`config.mk`:
```
export PLATFORM = sky130hd
export DESIGN_NAME = tcrq_ctrl
export DESIGN_NICKNAME = d
export VERILOG_FILES = /design/src/hdl/tcrq_pkg.sv /design/src/hdl/tcrq_ctrl.sv
export SDC_FILE = /design/constraint.sdc
export NUM_CORES = 1
export LEC_CHECK = 0
export ABC_AREA = 0
export ABC_CLOCK_PERIOD_IN_PS = 4300
export BUFFER_PORTS_ARGS = -buffer_cell sky130_fd_sc_hd__buf_2
export CAP_MARGIN = 20
export CORE_AREA = 2 2 39 41
export DETAILED_ROUTE_END_ITERATION = 6
export DIE_AREA = 0 0 41 43
export PLACE_DENSITY = 0.79
export SYNTH_ARGS = -nofsm -noshare
export SYNTH_HDL_FRONTEND = slang
export SYNTH_SLANG_ARGS = --single-unit
```
`constraint.sdc`:
```
create_clock -name clock -period 4.3 [get_ports clock]
set_input_delay 0.86 -clock clock [delete_from_list [all_inputs] [get_ports clock]]
set_output_delay 0.86 -clock clock [all_outputs]
set_load 0.01 [all_outputs]
```
`src/hdl/tcrq_pkg.sv`:
```
// Shared constants and types for the timed command release queue.
package tcrq_pkg;

   localparam int QUEUE_DEPTH_DEF = 32;
   localparam int MAX_RESULTS = 32;
   localparam int REL_CNT_W = $clog2(MAX_RESULTS + 1);

   localparam logic [31:0] WINDOW_RESET = 32'd1000000;

   localparam logic [1:0] OP_INSERT = 2'd0;
   localparam logic [1:0] OP_TICK = 2'd1;
   localparam logic [1:0] OP_CLEAR = 2'd2;

   localparam logic [2:0] CMD_NOP = 3'd0;

   localparam logic [1:0] ST_OK = 2'd0;
   localparam logic [1:0] ST_NOP_DROP = 2'd1;
   localparam logic [1:0] ST_FULL_DROP = 2'd2;
   localparam logic [1:0] ST_CLEARED = 2'd3;

   typedef struct packed {
      logic do_insert;
      logic do_clear;
      logic load_limit;
      logic pop;
      logic emit;
      logic emit_rel;
      logic [1:0] emit_status;
      logic emit_last;
   } dp_cmd_type;

   typedef struct packed {
      logic head_due;
      logic next_due;
      logic full;
   } dp_sts_type;

endpackage

```
`src/hdl/tcrq_ctrl.sv`:
```
// Controller: decodes items and sequences tick releases one entry per cycle.
module tcrq_ctrl
   import tcrq_pkg::*;
(
   input  logic       clock,
   input  logic       reset,
   input  logic       start,
   output logic       busy,
   input  logic [1:0] req_operation,
   input  logic [2:0] req_cmd_type,
   input  dp_sts_type sts,
   output dp_cmd_type cmd
);

   typedef enum logic [1:0] {
      S_IDLE    = 2'b01,
      S_RELEASE = 2'b10
   } ctrl_state_type;

   ctrl_state_type state_ff, state_in;
   logic [REL_CNT_W-1:0] rel_cnt_ff, rel_cnt_in;
   logic accept;

   assign busy = (state_ff != S_IDLE);
   assign accept = start && !busy;

   always_comb begin
      state_in = state_ff;
      rel_cnt_in = rel_cnt_ff;
      cmd = '0;
      case (state_ff)
         S_IDLE: begin
            if (accept) begin
               if (req_operation == OP_INSERT) begin
                  cmd.emit = 1'b1;
                  cmd.emit_last = 1'b1;
                  if (req_cmd_type == CMD_NOP) begin
                     cmd.emit_status = ST_NOP_DROP;
                  end else if (sts.full) begin
                     cmd.emit_status = ST_FULL_DROP;
                  end else begin
                     cmd.emit_status = ST_OK;
                     cmd.do_insert = 1'b1;
                  end
               end else if (req_operation == OP_TICK) begin
                  cmd.load_limit = 1'b1;
                  rel_cnt_in = '0;
                  state_in = S_RELEASE;
               end else if (req_operation == OP_CLEAR) begin
                  cmd.do_clear = 1'b1;
                  cmd.emit = 1'b1;
                  cmd.emit_last = 1'b1;
                  cmd.emit_status = ST_CLEARED;
               end else begin
                  cmd.emit = 1'b1;
                  cmd.emit_last = 1'b1;
                  cmd.emit_status = ST_OK;
               end
            end
         end
         S_RELEASE: begin
            cmd.emit = 1'b1;
            cmd.emit_status = ST_OK;
            if (!sts.head_due) begin
               // Nothing due on the first step: report an empty release.
               cmd.emit_last = 1'b1;
               state_in = S_IDLE;
            end else begin
               cmd.pop = 1'b1;
               cmd.emit_rel = 1'b1;
               cmd.emit_last = !sts.next_due ||
                               (rel_cnt_ff == REL_CNT_W'(MAX_RESULTS - 1));
               rel_cnt_in = rel_cnt_ff + REL_CNT_W'(1);
               if (cmd.emit_last) begin
                  state_in = S_IDLE;
               end
            end
         end
         default: begin
            state_in = S_IDLE;
         end
      endcase
   end

   always_ff @(posedge clock) begin
      if (reset) begin
         state_ff <= S_IDLE;
         rel_cnt_ff <= '0;
      end else begin
         state_ff <= state_in;
         rel_cnt_ff <= rel_cnt_in;
      end
   end

`ifndef SYNTHESIS
   a_rel_cnt_bound: assert property (@(posedge clock) disable iff (reset)
      rel_cnt_ff <= REL_CNT_W'(MAX_RESULTS))
      else $error("release count beyond limit");

   a_single_result: assert property (@(posedge clock) disable iff (reset)
      (accept && req_operation != OP_TICK) |-> (cmd.emit && cmd.emit_last))
      else $error("non-tick item without a single final result");

   a_last_ends_release: assert property (@(posedge clock) disable iff (reset)
      (state_ff == S_RELEASE && cmd.emit_last) |=> (state_ff == S_IDLE))
      else $error("release did not end after last result");

   a_pop_only_due: assert property (@(posedge clock) disable iff (reset)
      cmd.pop |-> (state_ff == S_RELEASE && sts.head_due))
      else $error("pop of an entry that is not due");
`endif

endmodule

```
Word-level counts from Yosys, hierarchy flattened
Cells that the tools add are included.

storage, ports and cells
  output and inout bits = 10
  input port bits = 11
  word-level logic and storage cells = 57
  flip-flop bits (word level) = 8

operators by class
  $add $sub $neg = 1
  multiplexer cells = 34
  reduce and logical (&&, ||, !) cells = 9
  equality and inequality tests = 11

operator list
  operator                                                               count
  6-bit 2-to-1 mux                                                       4
  3-bit 2-to-1 mux                                                       6
  2-bit 2-to-1 mux                                                       8
  1-bit 2-to-1 mux                                                       12
  6-bit case mux with 2 select lines                                     1
  2-bit != test, second input constant                                   4
  6-bit by 1-bit adder with 6-bit output, second input constant          1
  6-bit by 5-bit equality test with 1-bit output, second input constant  1
  3-bit case mux with 2 select lines                                     1
  5-bit AND reduction                                                    1
  2-bit by 1-bit equality test with 1-bit output, second input constant  2
  2-bit equality test, second input constant                             2
  2-bit case mux with 2 select lines                                     1
  4-bit AND reduction                                                    1
  3-bit logical NOT                                                      1
  3-bit != test, second input constant                                   1
  1-bit logical NOT                                                      2
  2-bit logical NOT                                                      1
  2-bit by 1-bit != test with 1-bit output, second input constant        1
  1-bit case mux with 2 select lines                                     1
  2-bit nonzero test                                                     1
  1-bit logical AND                                                      1
  1-bit logical OR                                                       1

Logic depth before layout (Yosys ltp)
Gate-level depths: netlist of the first run.

  depth after elaboration = 6
  depth in mapped cells = 7
  gate-level depth less buffers = 6

Worst setup path after synthesis of the first run
No wires, ideal clock.

  path kind = in2out
  start = input port req_operation[1]
  end = output port cmd[0] (netlist bit)
  setup slack = 1930 ps
  stages = 4
  data arrival time = 1510 ps
  path buffers = 0
  required time = 3440 ps
  cells stage by stage = nand2b_1 -> nand3_1 -> a21oi_1 -> and2_1

RTL lines
  element      line             RTL
  from (decl)  tcrq_ctrl.sv:9   input logic [1:0] req_operation,
  to (decl)    tcrq_ctrl.sv:12  output dp_cmd_type cmd

==> results by group, run 1 <==
Synth
  – Commonest cells in the netlist: dfxtp_1, inv_1, nor3_1
  – Cell taking the most area after synthesis: dfxtp_1
  – Synth Instances: 66
  – Synth Area in Compound Gates: 20.2%
  – Sequential share of the synthesized area: 29.4%
  – XOR/XNOR Fraction of Synth Area: 3.22%
  – Post-synthesis adder-cell area fraction: 6.90%
  – Ys async rst share: 0%
  – Synth cell types: 34
  – Count of state elements after synthesis: 8
  – Synth top area share: 29.4%
  – Dominant cell by count in the synthesized netlist: dfxtp_1
  – Cell Area, Synth: 544 um2
  – Post-synthesis simple-gate area fraction: 31.5%
  – YS warnings: 0
  – Post-synth EDFFs: 0
  – Post-synthesis mux area share: 1.84%
  – Dominant synthesized flop cell: dfxtp_1
  – Synth top area cells: dfxtp_1, ha_1, a211oi_1
  – Combinational family with the most area after synthesis: simple AND/OR/NAND/NOR gates
  – Synthesized Nets: 80
  – Syn avg cell area: 8.25 um2

Setup path
  – FF-to-FF Start: state_ff[1]$_SDFFE_PP0P_
  – Worst Setup Start Kind: flip-flop
  – Worst Path Max Fanout: 4
  – Crit path required time: 3.44 ns
  – CP startpoint: rel_cnt_ff[0]$_SDFFE_PP0P_
  – Kind of critical path: flip-flop to output port
  – Crit end category: output port
  – Crit path DAT: 1.74 ns

Power and ir drop
  – Final Power: 0.161 mW
  – Peak supply drop: 0.119 mV
  – Leakage power: 0.316 nW
  – Pwr dens: 241 nW/um2

Detailed routing
  – Wire per inst: 11.8 um
  – Vias: 563
  – Routed vias/inst: 5.52
  – Pre-Repair DR Iteration Count: 4
  – Remaining DRCs: 0
  – Post-DRT Antenna Nets: 0
  – Total Wirelength: 1200 um
  – DR iter-0 viols: 6

Timing
  – Tightest Pin Transition: 0.508 ns
  – Final setup margin: 1.70 ns
  – Total negative slack: 0 ns
  – Final period util: 60.6%
  – Slew margin rel.: 65.9%
  – Fmax: 384 MHz
  – Clock skew: 0.00221 ns
  – Final setup vio count: 0
  – Unrepaired setup endpoints after global routing: false
  – Max Slew Vio Count: 0
  – Crit path time final: 2.60 ns
  – Final hold vios: 0

CTS
  – Sink Count: 8
  – Clock Pin Slew Worst Setup and Hold Paths: 0.05 ns
  – H-Tree Depth: 1
  – Total CTS buffers: 3
  – Setup bufs post-CTS: 0
  – Max clock buf depth: 2
  – TritonCTS clock tree: done
  – CTS resizes: 0
  – Root Driver: clkbuf_4
  – Hold Buf Count CTS: 0
  – Worst skew pair latency: 0.25 ns

Finish
  – Multi-input combinational cell area: 347 um2
  – Antenna Cells: 0
  – Layout cells sized above 1: 27.9%
  – Nets: 102
  – Fill cells: 149
  – Sequential Area: 160 um2
  – Area Growth Syn to Fin: 22.8%

Global routing
  – Grt ovf: 0
  – All-Layer GR Usage: 15.6%
  – Largest net degree at the start of global routing: 9
  – Antenna violations before repair: 0
  – First-pass GRT wire length: 1880 um
  – Number of global-route vias before repair: 484

Floorplan
  – Core ar.: 1380 um2
  – DIE AREA: 1760 um2
  – Die Ht: 43 um
  – Number of cell rows: 14
  – Starting Density: 39.3%
  – Chip width: 41 um
  – I/O Pins: 21

Run status
  – Status: finished, final reports clean

Place
  – Port Buf Inserts: 20
  – Placer congestion estimate: 0.778
  – Placement Setup Slack: 1.78 ns
  – Dpl hpwl: 998 um

Flow run
  – Max-cap violations: 0

Min path
  – Worst hold start: rel_cnt_ff[5]$_SDFFE_PP0P_
  – Hold crit path type: flip-flop to flip-flop
## layer usage
layer  global-route usage (%)  share of wire, %
met1                     18.3                42
met2                     24.1                50
met3                     7.85               7.0
met4                     4.00              0.75
met5                        0                 0
## worst max-delay path: stages (launching register included)
cell and delay (ns):
dfxtp_1 0.39, ha_1 0.19, nand3_1 0.11, or3b_1 0.45
nand4_1 0.11, and2_1 0.13, buf_2 0.12
## state kept, by name (all words and copies together), names as in the netlist
signal	count
state_ff	2
rel_cnt_ff	6
## report_power, final
part | switching (mW) | internal, mW | total [mW] | leakage, nW
combinational | 0.0177 | 0.0136 | 0.0313 | 0.238
clock | 0.0220 | 0.0317 | 0.0537 | 0.0138
sequential | 0.000734 | 0.0754 | 0.0761 | 0.0647
total | 0.0405 | 0.121 | 0.161 | 0.316
## area by class of cell
class / count / area share [%]
tap: 16 / 3.00
sequential: 8 / 24.0
clock buffer: 3 / 3.37
multi-input combinational: 50 / 51.9
timing repair buffer: 20 / 15.0
inverter: 5 / 2.81
## path summary, 6_finish.rpt
kind / end / slack, ns / depth (start not counted)
worst min register to register: rel_cnt_ff[5]$_SDFFE_PP0P_ / 0.49 / 2
worst min-delay path: rel_cnt_ff[5]$_SDFFE_PP0P_ / 0.49 / 2
worst max-delay path: cmd[0] / 1.70 / 6
worst max register to register: rel_cnt_ff[5]$_SDFFE_PP0P_ / 2.47 / 6
## cells in the final DEF, fill, tap and decap left out, types with 2 or more instances in the layout
cell type	count
buf_2	20
dfxtp_1	8
inv_1	5
nor3_1	5
nand3_1	4
nor2_1	4
a211oi_1	4
nand2b_1	3
and2_1	3
ha_1	3
clkbuf_4	3
nand3b_1	2
## cell families (layout without fill, tap and decap cells)
logic type	after synthesis	in the layout
compound gates	15	15
fa+ha+maj	3	3
buf+inv	8	28
simple gates	29	29
flops	8	8
mux	1	1
xor+xnor	2	2
## per-stage QoR
step | utilization (%) | cells | instance area [um2] | hold slack [ns]
floorplan | - | 66 | 544 | 0.457
global placement | 46.7 | 99 | 646 | 0.477
detailed placement | 46.7 | 99 | 646 | 0.488
CTS | 48.3 | 102 | 668 | 0.494
global route | 48.3 | 102 | 668 | 0.519
finish | 48.3 | 102 | 668 | 0.493
Note: power is estimated with default switching activity, not from simulation.
==> run 2, diff against run 1 <==
ABC_AREA = 1   (was 0)
ABC_CLOCK_PERIOD_IN_PS = 2400   (was 4300)
PLACE_DENSITY = 0.8   (was 0.79)
clock period = 2.4 ns   (was 4.3 ns; I/O delays follow)
==> run 2 against run 1 <==
Effect of this change: area after synthesis rose by 2.8%; wire length increased by 3.1%; die area is the same; sequential share of layout area fell by 0.91 points; global-route usage rose by 1.5 points; clock power is 85% higher; via count increased by 8.7%; critical path depth rose by 2; critical endpoint unchanged; largest power group is now combinational cells; highest routed layer is now met3.
==> results by group, run 2 <==
Synth
  – Synth top area share: 28.6% (was 29.4%)
  – Cell taking the most area after synthesis: dfxtp_1 (unchanged)
  – Synth Instances: 89 (was 66)
  – Commonest cells in the netlist: nand2_1, inv_1, nor2_1, dfxtp_1, a21oi_1 (was dfxtp_1, inv_1, nor3_1)
  – Synthesized Nets: 103 (was 80)
  – Sequential share of the synthesized area: 28.6% (was 29.4%)
  – Count of state elements after synthesis: 8 (unchanged)
  – Cell Area, Synth: 559 um2 (was 544 um2)
  – Dominant synthesized flop cell: dfxtp_1 (unchanged)
  – Synth top area cells: dfxtp_1, nand2_1, inv_1 (was dfxtp_1, ha_1, a211oi_1)
  – YS warnings: 0 (unchanged)
  – Syn avg cell area: 6.28 um2 (was 8.25 um2)
  – Ys async rst share: 0% (unchanged)
  – Dominant cell by count in the synthesized netlist: nand2_1 (was dfxtp_1)
  – Synth cell types: 21 (was 34)
  – Post-synth EDFFs: 0 (unchanged)

Setup path
  – Kind of critical path: flip-flop to output port (unchanged)
  – Crit end category: output port (unchanged)
  – FF-to-FF Start: state_ff[0]$_SDFFE_PP1P_ (was state_ff[1]$_SDFFE_PP0P_)
  – End point of the critical path: cmd[0] (unchanged)
  – Crit-path cells: ha_1 -> nand2_1 -> inv_1 -> nand2_1 -> a21oi_2 -> nand2_1 -> inv_1 -> buf_2 (was ha_1 -> nand3_1 -> or3b_1 -> nand4_1 -> and2_1 -> buf_2)
  – CP startpoint: state_ff[0]$_SDFFE_PP1P_ (was rel_cnt_ff[0]$_SDFFE_PP0P_)
  – Critical path depth: 8 (was 6)
  – Top Family by Delay on Critical Path: flip-flops (was simple AND/OR/NAND/NOR gates)
  – Crit path DAT: 1.53 ns (was 1.74 ns)
  – Crit path required time: 1.92 ns (was 3.44 ns)
  – R2R cell count: 8 (was 6)
  – RR Endpoint: rel_cnt_ff[2]$_SDFFE_PP0P_ (was rel_cnt_ff[5]$_SDFFE_PP0P_)
  – Slowest library cell on the worst path: dfxtp_1 (was or3b_1)
  – Cell mode on critical path: nand2_1
  – Worst Path Max Fanout: 4 (unchanged)
  – Worst Setup Start Kind: flip-flop (unchanged)
  – R2R setup slack: 1.01 ns (was 2.47 ns)
  – Buf/Inv on CP: 3 (was 1)
  – Slowest stage delay, CP: 0.36 ns (was 0.45 ns)

Timing
  – Final period util: 83.7%
  – Final setup vio count: 0 (unchanged)
  – Max Slew Vio Count: 0 (unchanged)
  – Slew margin rel.: 85.8% (was 65.9%)
  – Clock skew: 0.00445 ns (was 0.00221 ns)
  – Final hold vios: 0 (unchanged)
  – Fmax: 498 MHz
  – Unrepaired setup endpoints after global routing: false (unchanged)
  – Total negative slack: 0 ns (unchanged)
  – Tightest Pin Transition: 0.212 ns (was 0.508 ns)
  – Crit path time final: 2.01 ns

Power and ir drop
  – Peak supply drop: 0.474 mV (was 0.119 mV)
  – Pwr dens: 987 nW/um2 (was 241 nW/um2)
  – Leakage power: 0.397 nW (was 0.316 nW)

Finish
  – Area Growth Syn to Fin: 24.2% (was 22.8%)
  – Layout cells sized above 1: 27.9% (about the same)
  – Nets: 127 (was 102)
  – Top Registers: rel_cnt_ff x6, state_ff x2 (unchanged)
  – Max reg flops: 6 (unchanged)
  – Post-route insts no fill: 127 (was 102)
  – Largest Register: rel_cnt_ff (unchanged)
  – Commonest non-fill, non-tap cells in the layout: nand2_1, buf_2, inv_1 (was buf_2, dfxtp_1, inv_1, nor3_1)
  – Commonest non-fill, non-tap cell in the layout: nand2_1 (was buf_2)
  – Fin util: 50.2% (was 48.3%)
  – Antenna Cells: 0 (unchanged)

Place
  – Port Buf Inserts: 20 (unchanged)
  – DP Cell Count: 124 (was 99)
  – Dpl hpwl: 1020 um (was 998 um)
  – Placer congestion estimate: 0.809 (was 0.778)

Detailed routing
  – Total Wirelength: 1240 um (was 1200 um)
  – Routed vias/inst: 4.82 (was 5.52)
  – Pre-Repair DR Iteration Count: 4 (unchanged)
  – Post-DRT Antenna Nets: 0 (unchanged)
  – DR iter-0 viols: 20 (was 6)
  – Wire per inst: 9.76 um (was 11.8 um)
  – Remaining DRCs: 0 (unchanged)
  – Vias: 612 (was 563)

CTS
  – Worst skew pair latency: 0.25 ns (about the same)
  – Setup bufs post-CTS: 0 (unchanged)
  – TritonCTS clock tree: done (unchanged)
  – Root Driver: clkbuf_4 (unchanged)
  – CTS resizes: 0 (unchanged)
  – H-Tree Depth: 1 (unchanged)
  – Hold Buf Count CTS: 0 (unchanged)
  – Total CTS buffers: 3 (unchanged)
  – Sink Count: 8 (unchanged)
  – Max clock buf depth: 2 (unchanged)
  – Clock Pin Slew Worst Setup and Hold Paths: 0.05 ns (about the same)

Global routing
  – Grt ovf: 0 (unchanged)
  – All-Layer GR Usage: 17.0% (was 15.6%)
  – Largest net degree at the start of global routing: 6 (was 9)
  – First-pass GRT wire length: 2080 um (was 1880 um)
  – Antenna violations before repair: 0 (unchanged)
  – Number of global-route vias before repair: 572 (was 484)

Floorplan
  – Starting Density: 40.4% (was 39.3%)
  – Number of cell rows: 14 (unchanged)
  – Die Ht: 43 um (unchanged)
  – DIE AREA: 1760 um2 (unchanged)
  – Chip width: 41 um (unchanged)
  – I/O Pins: 21 (unchanged)
  – Core ar.: 1380 um2 (unchanged)

Min path
  – Hold depth: 2 (unchanged)
  – Hold crit path type: primary input to flip-flop (was flip-flop to flip-flop)

Flow run
  – Max-cap violations: 0 (unchanged)

Run status
  – Status: finished, final reports clean (unchanged)
## run 2: cell types whose count changed after synthesis, moves of 2 or more
| cell | change |
|---|---|
| a211oi_1 | -4 |
| a21oi_1 | +6 |
| and2_1 | -3 |
| inv_1 | +12 |
| inv_2 | +2 |
| nand2_1 | +21 |
| nand2_2 | +3 |
| nand2b_1 | -3 |
| nand3_1 | +2 |
| nor2_1 | +5 |
| nor3_1 | -4 |
## run 2: through the flow
step	instance area [um2]	power, mW	hold WS [ns]	setup slack, ns
finish	694	0.686	0.393	0.391
global route	694	0.750	0.389	0.247
global placement	672	0.571	0.438	0.666
CTS	694	0.691	0.387	0.393
floorplan	559	0.477	0.425	0.759
detailed placement	672	0.587	0.439	0.672
## run 2: worst register-to-register path, delay by kind of cell (launching register included)
family | cells | cell delay (ns)
compound gates | 3 | 0.37
fa+ha+maj | 1 | 0.27
buf+inv | 3 | 0.23
flops | 1 | 0.36
simple gates | 1 | 0.06
## run 2: layer usage
layer	vias to the layer above	global-route usage [%]	routed length (um)
met3	0	7.85	59
li1	321	-	-
met1	279	16.9	511
met5	-	0	0
met4	0	3.33	0
met2	12	30.3	668
## run 2: worst min path at each step
stage / end / start
5_1_grt: rel_cnt_ff[1]$_SDFFE_PP0P_ / reset
3_3_place_gp: rel_cnt_ff[4]$_SDFFE_PP0P_ / rel_cnt_ff[4]$_SDFFE_PP0P_
3_5_place_dp: rel_cnt_ff[4]$_SDFFE_PP0P_ / rel_cnt_ff[4]$_SDFFE_PP0P_
4_1_cts: rel_cnt_ff[1]$_SDFFE_PP0P_ / reset
2_1_floorplan: rel_cnt_ff[4]$_SDFFE_PP0P_ / rel_cnt_ff[4]$_SDFFE_PP0P_
6_report: rel_cnt_ff[1]$_SDFFE_PP0P_ / reset
## run 2: cell families after synthesis
kind of cell             count (synthesis)  synth area share, %
AND/OR/NAND/NOR                         45                 37.1
buffers and inverters                   20                 14.1
AO/OA/AOI/OAI                           12                 11.9
flip-flops                               8                 28.6
adder cells (fa/ha/maj)                  3                 6.71
XOR/XNOR                                 1                 1.57
## run 2: power by group
| group | internal (mW) | total, mW | switching [mW] | leakage (nW) |
|---|---|---|---|---|
| registers | 0.156 | 0.172 | 0.0152 | 0.0650 |
| clock network | 0.0570 | 0.0994 | 0.0424 | 0.0138 |
| logic | 0.150 | 0.415 | 0.264 | 0.318 |
| total | 0.364 | 0.686 | 0.322 | 0.397 |
## run 2: area by class of cell
cell class	instances	area, um2
clock buffers	3	22.5
repair buffers	20	100
fillers	141	689
inverters	19	71.3
well taps	16	20.0
multi-input cells	61	320
flip-flops and latches	8	160
==> run 3, diff against run 2 <==
ABC_CLOCK_PERIOD_IN_PS = 1840   (was 2400)
CORE_AREA = unset   (was 2 2 39 41)
CORE_MARGIN = 1.5   (was unset)
CORE_UTILIZATION = 41   (was unset)
DIE_AREA = unset   (was 0 0 41 43)
PLACE_DENSITY = 0.81   (was 0.8)
clock period = 1.84 ns   (was 2.4 ns; I/O delays follow)
==> run 3 against run 2 <==
Effect of this change: combinational power grew 36%; clock skew shrank 0.0012 ns; worst hold slack lost 0.12 ns; critical endpoint is now cmd[2].
==> results by group, run 3 (synthesis gave the netlist of run 2 again) <==
Timing
  – Max Slew Vio Count: 0 (unchanged)
  – Final setup vio count: 0 (unchanged)
  – Unrepaired setup endpoints after global routing: true (was false)
  – Clock skew: 0.00329 ns (was 0.00445 ns)
  – Final hold vios: 0 (unchanged)
  – Crit path time final: 1.77 ns
  – Tightest Pin Transition: 0.231 ns (was 0.212 ns)
  – Slew margin rel.: 84.5% (was 85.8%)
  – Fmax: 565 MHz
  – Final period util: 96.2%

Setup path
  – Slowest library cell on the worst path: dfxtp_2 (was dfxtp_1)
  – Worst Setup Start Kind: flip-flop (unchanged)
  – Slowest stage delay, CP: 0.36 ns (about the same)
  – Kind of critical path: flip-flop to output port (unchanged)
  – Crit path DAT: 1.40 ns (was 1.53 ns)
  – Worst Path Max Fanout: 3 (was 4)
  – Crit-path cells: inv_1 -> ha_1 -> nand3b_1 -> a21oi_1 -> buf_2 (was ha_1 -> nand2_1 -> inv_1 -> nand2_1 -> a21oi_2 -> nand2_1 -> inv_1 -> buf_2)
  – Top Family by Delay on Critical Path: flip-flops (unchanged)
  – Buf/Inv on CP: 2 (was 3)
  – Crit end category: output port (unchanged)
  – Crit path required time: 1.47 ns (was 1.92 ns)

Finish
  – Layout cells sized above 1: 35.1% (was 27.9%)
  – Largest Register: rel_cnt_ff (unchanged)
  – Nets: 127 (unchanged)
  – Top Registers: rel_cnt_ff x6, state_ff x2 (unchanged)
  – Antenna Cells: 0 (unchanged)
  – Post-route insts no fill: 126 (was 127)
  – Sequential Area: 164 um2 (was 160 um2)
  – Area Growth Syn to Fin: 27.7% (was 24.2%)
  – Fill cells: 116 (was 141)
  – Max reg flops: 6 (unchanged)
  – Multi-input combinational cell area: 338 um2 (was 320 um2)
  – Commonest non-fill, non-tap cells in the layout: nand2_1, buf_2, inv_1 (unchanged)

Floorplan
  – Number of cell rows: 13 (was 14)
  – DIE AREA: 1590 um2 (was 1760 um2)
  – I/O Pins: 21 (unchanged)
  – Core ar.: 1280 um2 (was 1380 um2)
  – Die Ht: 39.9 um (was 43 um)
  – Chip width: 39.9 um (was 41 um)
  – Starting Density: 43.5% (was 40.4%)

Detailed routing
  – Wire per inst: 8.88 um (was 9.76 um)
  – Pre-Repair DR Iteration Count: 4 (unchanged)
  – Routed vias/inst: 4.60 (was 4.82)
  – Remaining DRCs: 0 (unchanged)
  – Post-DRT Antenna Nets: 0 (unchanged)
  – Total Wirelength: 1120 um (was 1240 um)
  – Vias: 580 (was 612)
  – DR iter-0 viols: 12 (was 20)

Place
  – Dpl hpwl: 939 um (was 1020 um)
  – DP Cell Count: 123 (was 124)
  – Port Buf Inserts: 20 (unchanged)
  – Placer congestion estimate: 0.834 (was 0.809)

CTS
  – Hold Buf Count CTS: 0 (unchanged)
  – Total CTS buffers: 3 (unchanged)
  – Worst skew pair latency: 0.25 ns (about the same)
  – Sink Count: 8 (unchanged)
  – H-Tree Depth: 1 (unchanged)
  – Root Driver: clkbuf_4 (unchanged)
  – TritonCTS clock tree: done (unchanged)
  – Clock Pin Slew Worst Setup and Hold Paths: 0.05 ns (about the same)
  – Max clock buf depth: 2 (unchanged)

Run status
  – Status: finished, final reports clean (unchanged)

Min path
  – Hold crit path type: primary input to flip-flop (unchanged)

Power and ir drop
  – Peak supply drop: 0.771 mV (was 0.474 mV)
  – Leakage power: 0.397 nW (about the same)
  – Final Power: 0.925 mW (was 0.686 mW)
  – Pwr dens: 1290 nW/um2 (was 987 nW/um2)

Global routing
  – Grt ovf: 0 (unchanged)
  – Antenna violations before repair: 0 (unchanged)
  – All-Layer GR Usage: 16.2% (was 17.0%)
  – First-pass GRT wire length: 1750 um (was 2080 um)
  – Largest net degree at the start of global routing: 6 (unchanged)
  – Number of global-route vias before repair: 465 (was 572)

Flow run
  – Max-cap violations: 0 (unchanged)
-- run 3: cell counts in the layout (fill, tap and decap cells not counted) --
Identical to the previous run, type by type.
-- run 3: layer usage --
| layer | track usage, % | part of all wire, % |
|---|---|---|
| met1 | 21.0 | 46 |
| met2 | 26.6 | 51 |
| met3 | 6.67 | 3.3 |
| met4 | 0 | 0 |
| met5 | 0 | 0 |
-- run 3: area by class of cell --
| type | instances | area share, % |
|---|---|---|
| Clock buffer | 3 | 3.15 |
| Sequential cell | 8 | 22.9 |
| Timing Repair Buffer | 20 | 14.0 |
| Multi-Input combinational cell | 61 | 47.3 |
| Tap cell | 15 | 2.63 |
| Inverter | 19 | 9.98 |
-- run 3: report_power, final --
| part | leakage (nW) | switching (mW) | internal (mW) | total (mW) |
|---|---|---|---|---|
| Sequential | 0.0656 | 0.0251 | 0.208 | 0.233 |
| Combinational | 0.317 | 0.344 | 0.219 | 0.563 |
| Clock | 0.0138 | 0.0544 | 0.0743 | 0.129 |
| Total | 0.397 | 0.423 | 0.501 | 0.925 |
-- run 3: path summary, 6_finish.rpt --
kind | startpoint | end | slack [ns] | depth (start not counted)
hold / removal | reset | rel_cnt_ff[1]$_SDFFE_PP0P_ | 0.28 | 2
setup reg to reg | state_ff[0]$_SDFFE_PP1P_ | rel_cnt_ff[2]$_SDFFE_PP0P_ | 0.46 | 8
setup / recovery | state_ff[0]$_SDFFE_PP1P_ | cmd[2] | 0.07 | 5
hold reg to reg | rel_cnt_ff[4]$_SDFFE_PP0P_ | rel_cnt_ff[4]$_SDFFE_PP0P_ | 0.46 | 2
-- run 3: stage by stage --
step	setup WS, ns	hold slack (ns)	utilization (%)	cell area [um2]	setup TNS [ns]
6_report	0.0703	0.278	55.6	714	0
5_1_grt	-0.0463	0.264	55.6	714	-0.0903
4_1_cts	0.0117	0.272	55.0	707	0
3_5_place_dp	0.212	0.441	52.2	671	0
3_3_place_gp	0.295	0.439	52.2	671	0
2_1_floorplan	0.311	0.425	-	559	0
-- run 3: what timing repair did --
action | CTS | global route
endpoints found under the setup margin | 1 | 3
hold endpoints to repair | 0 | 0
gates resized for setup | 3 | 6
gates cloned | 0 | 0
buffers inserted | 0 | 0
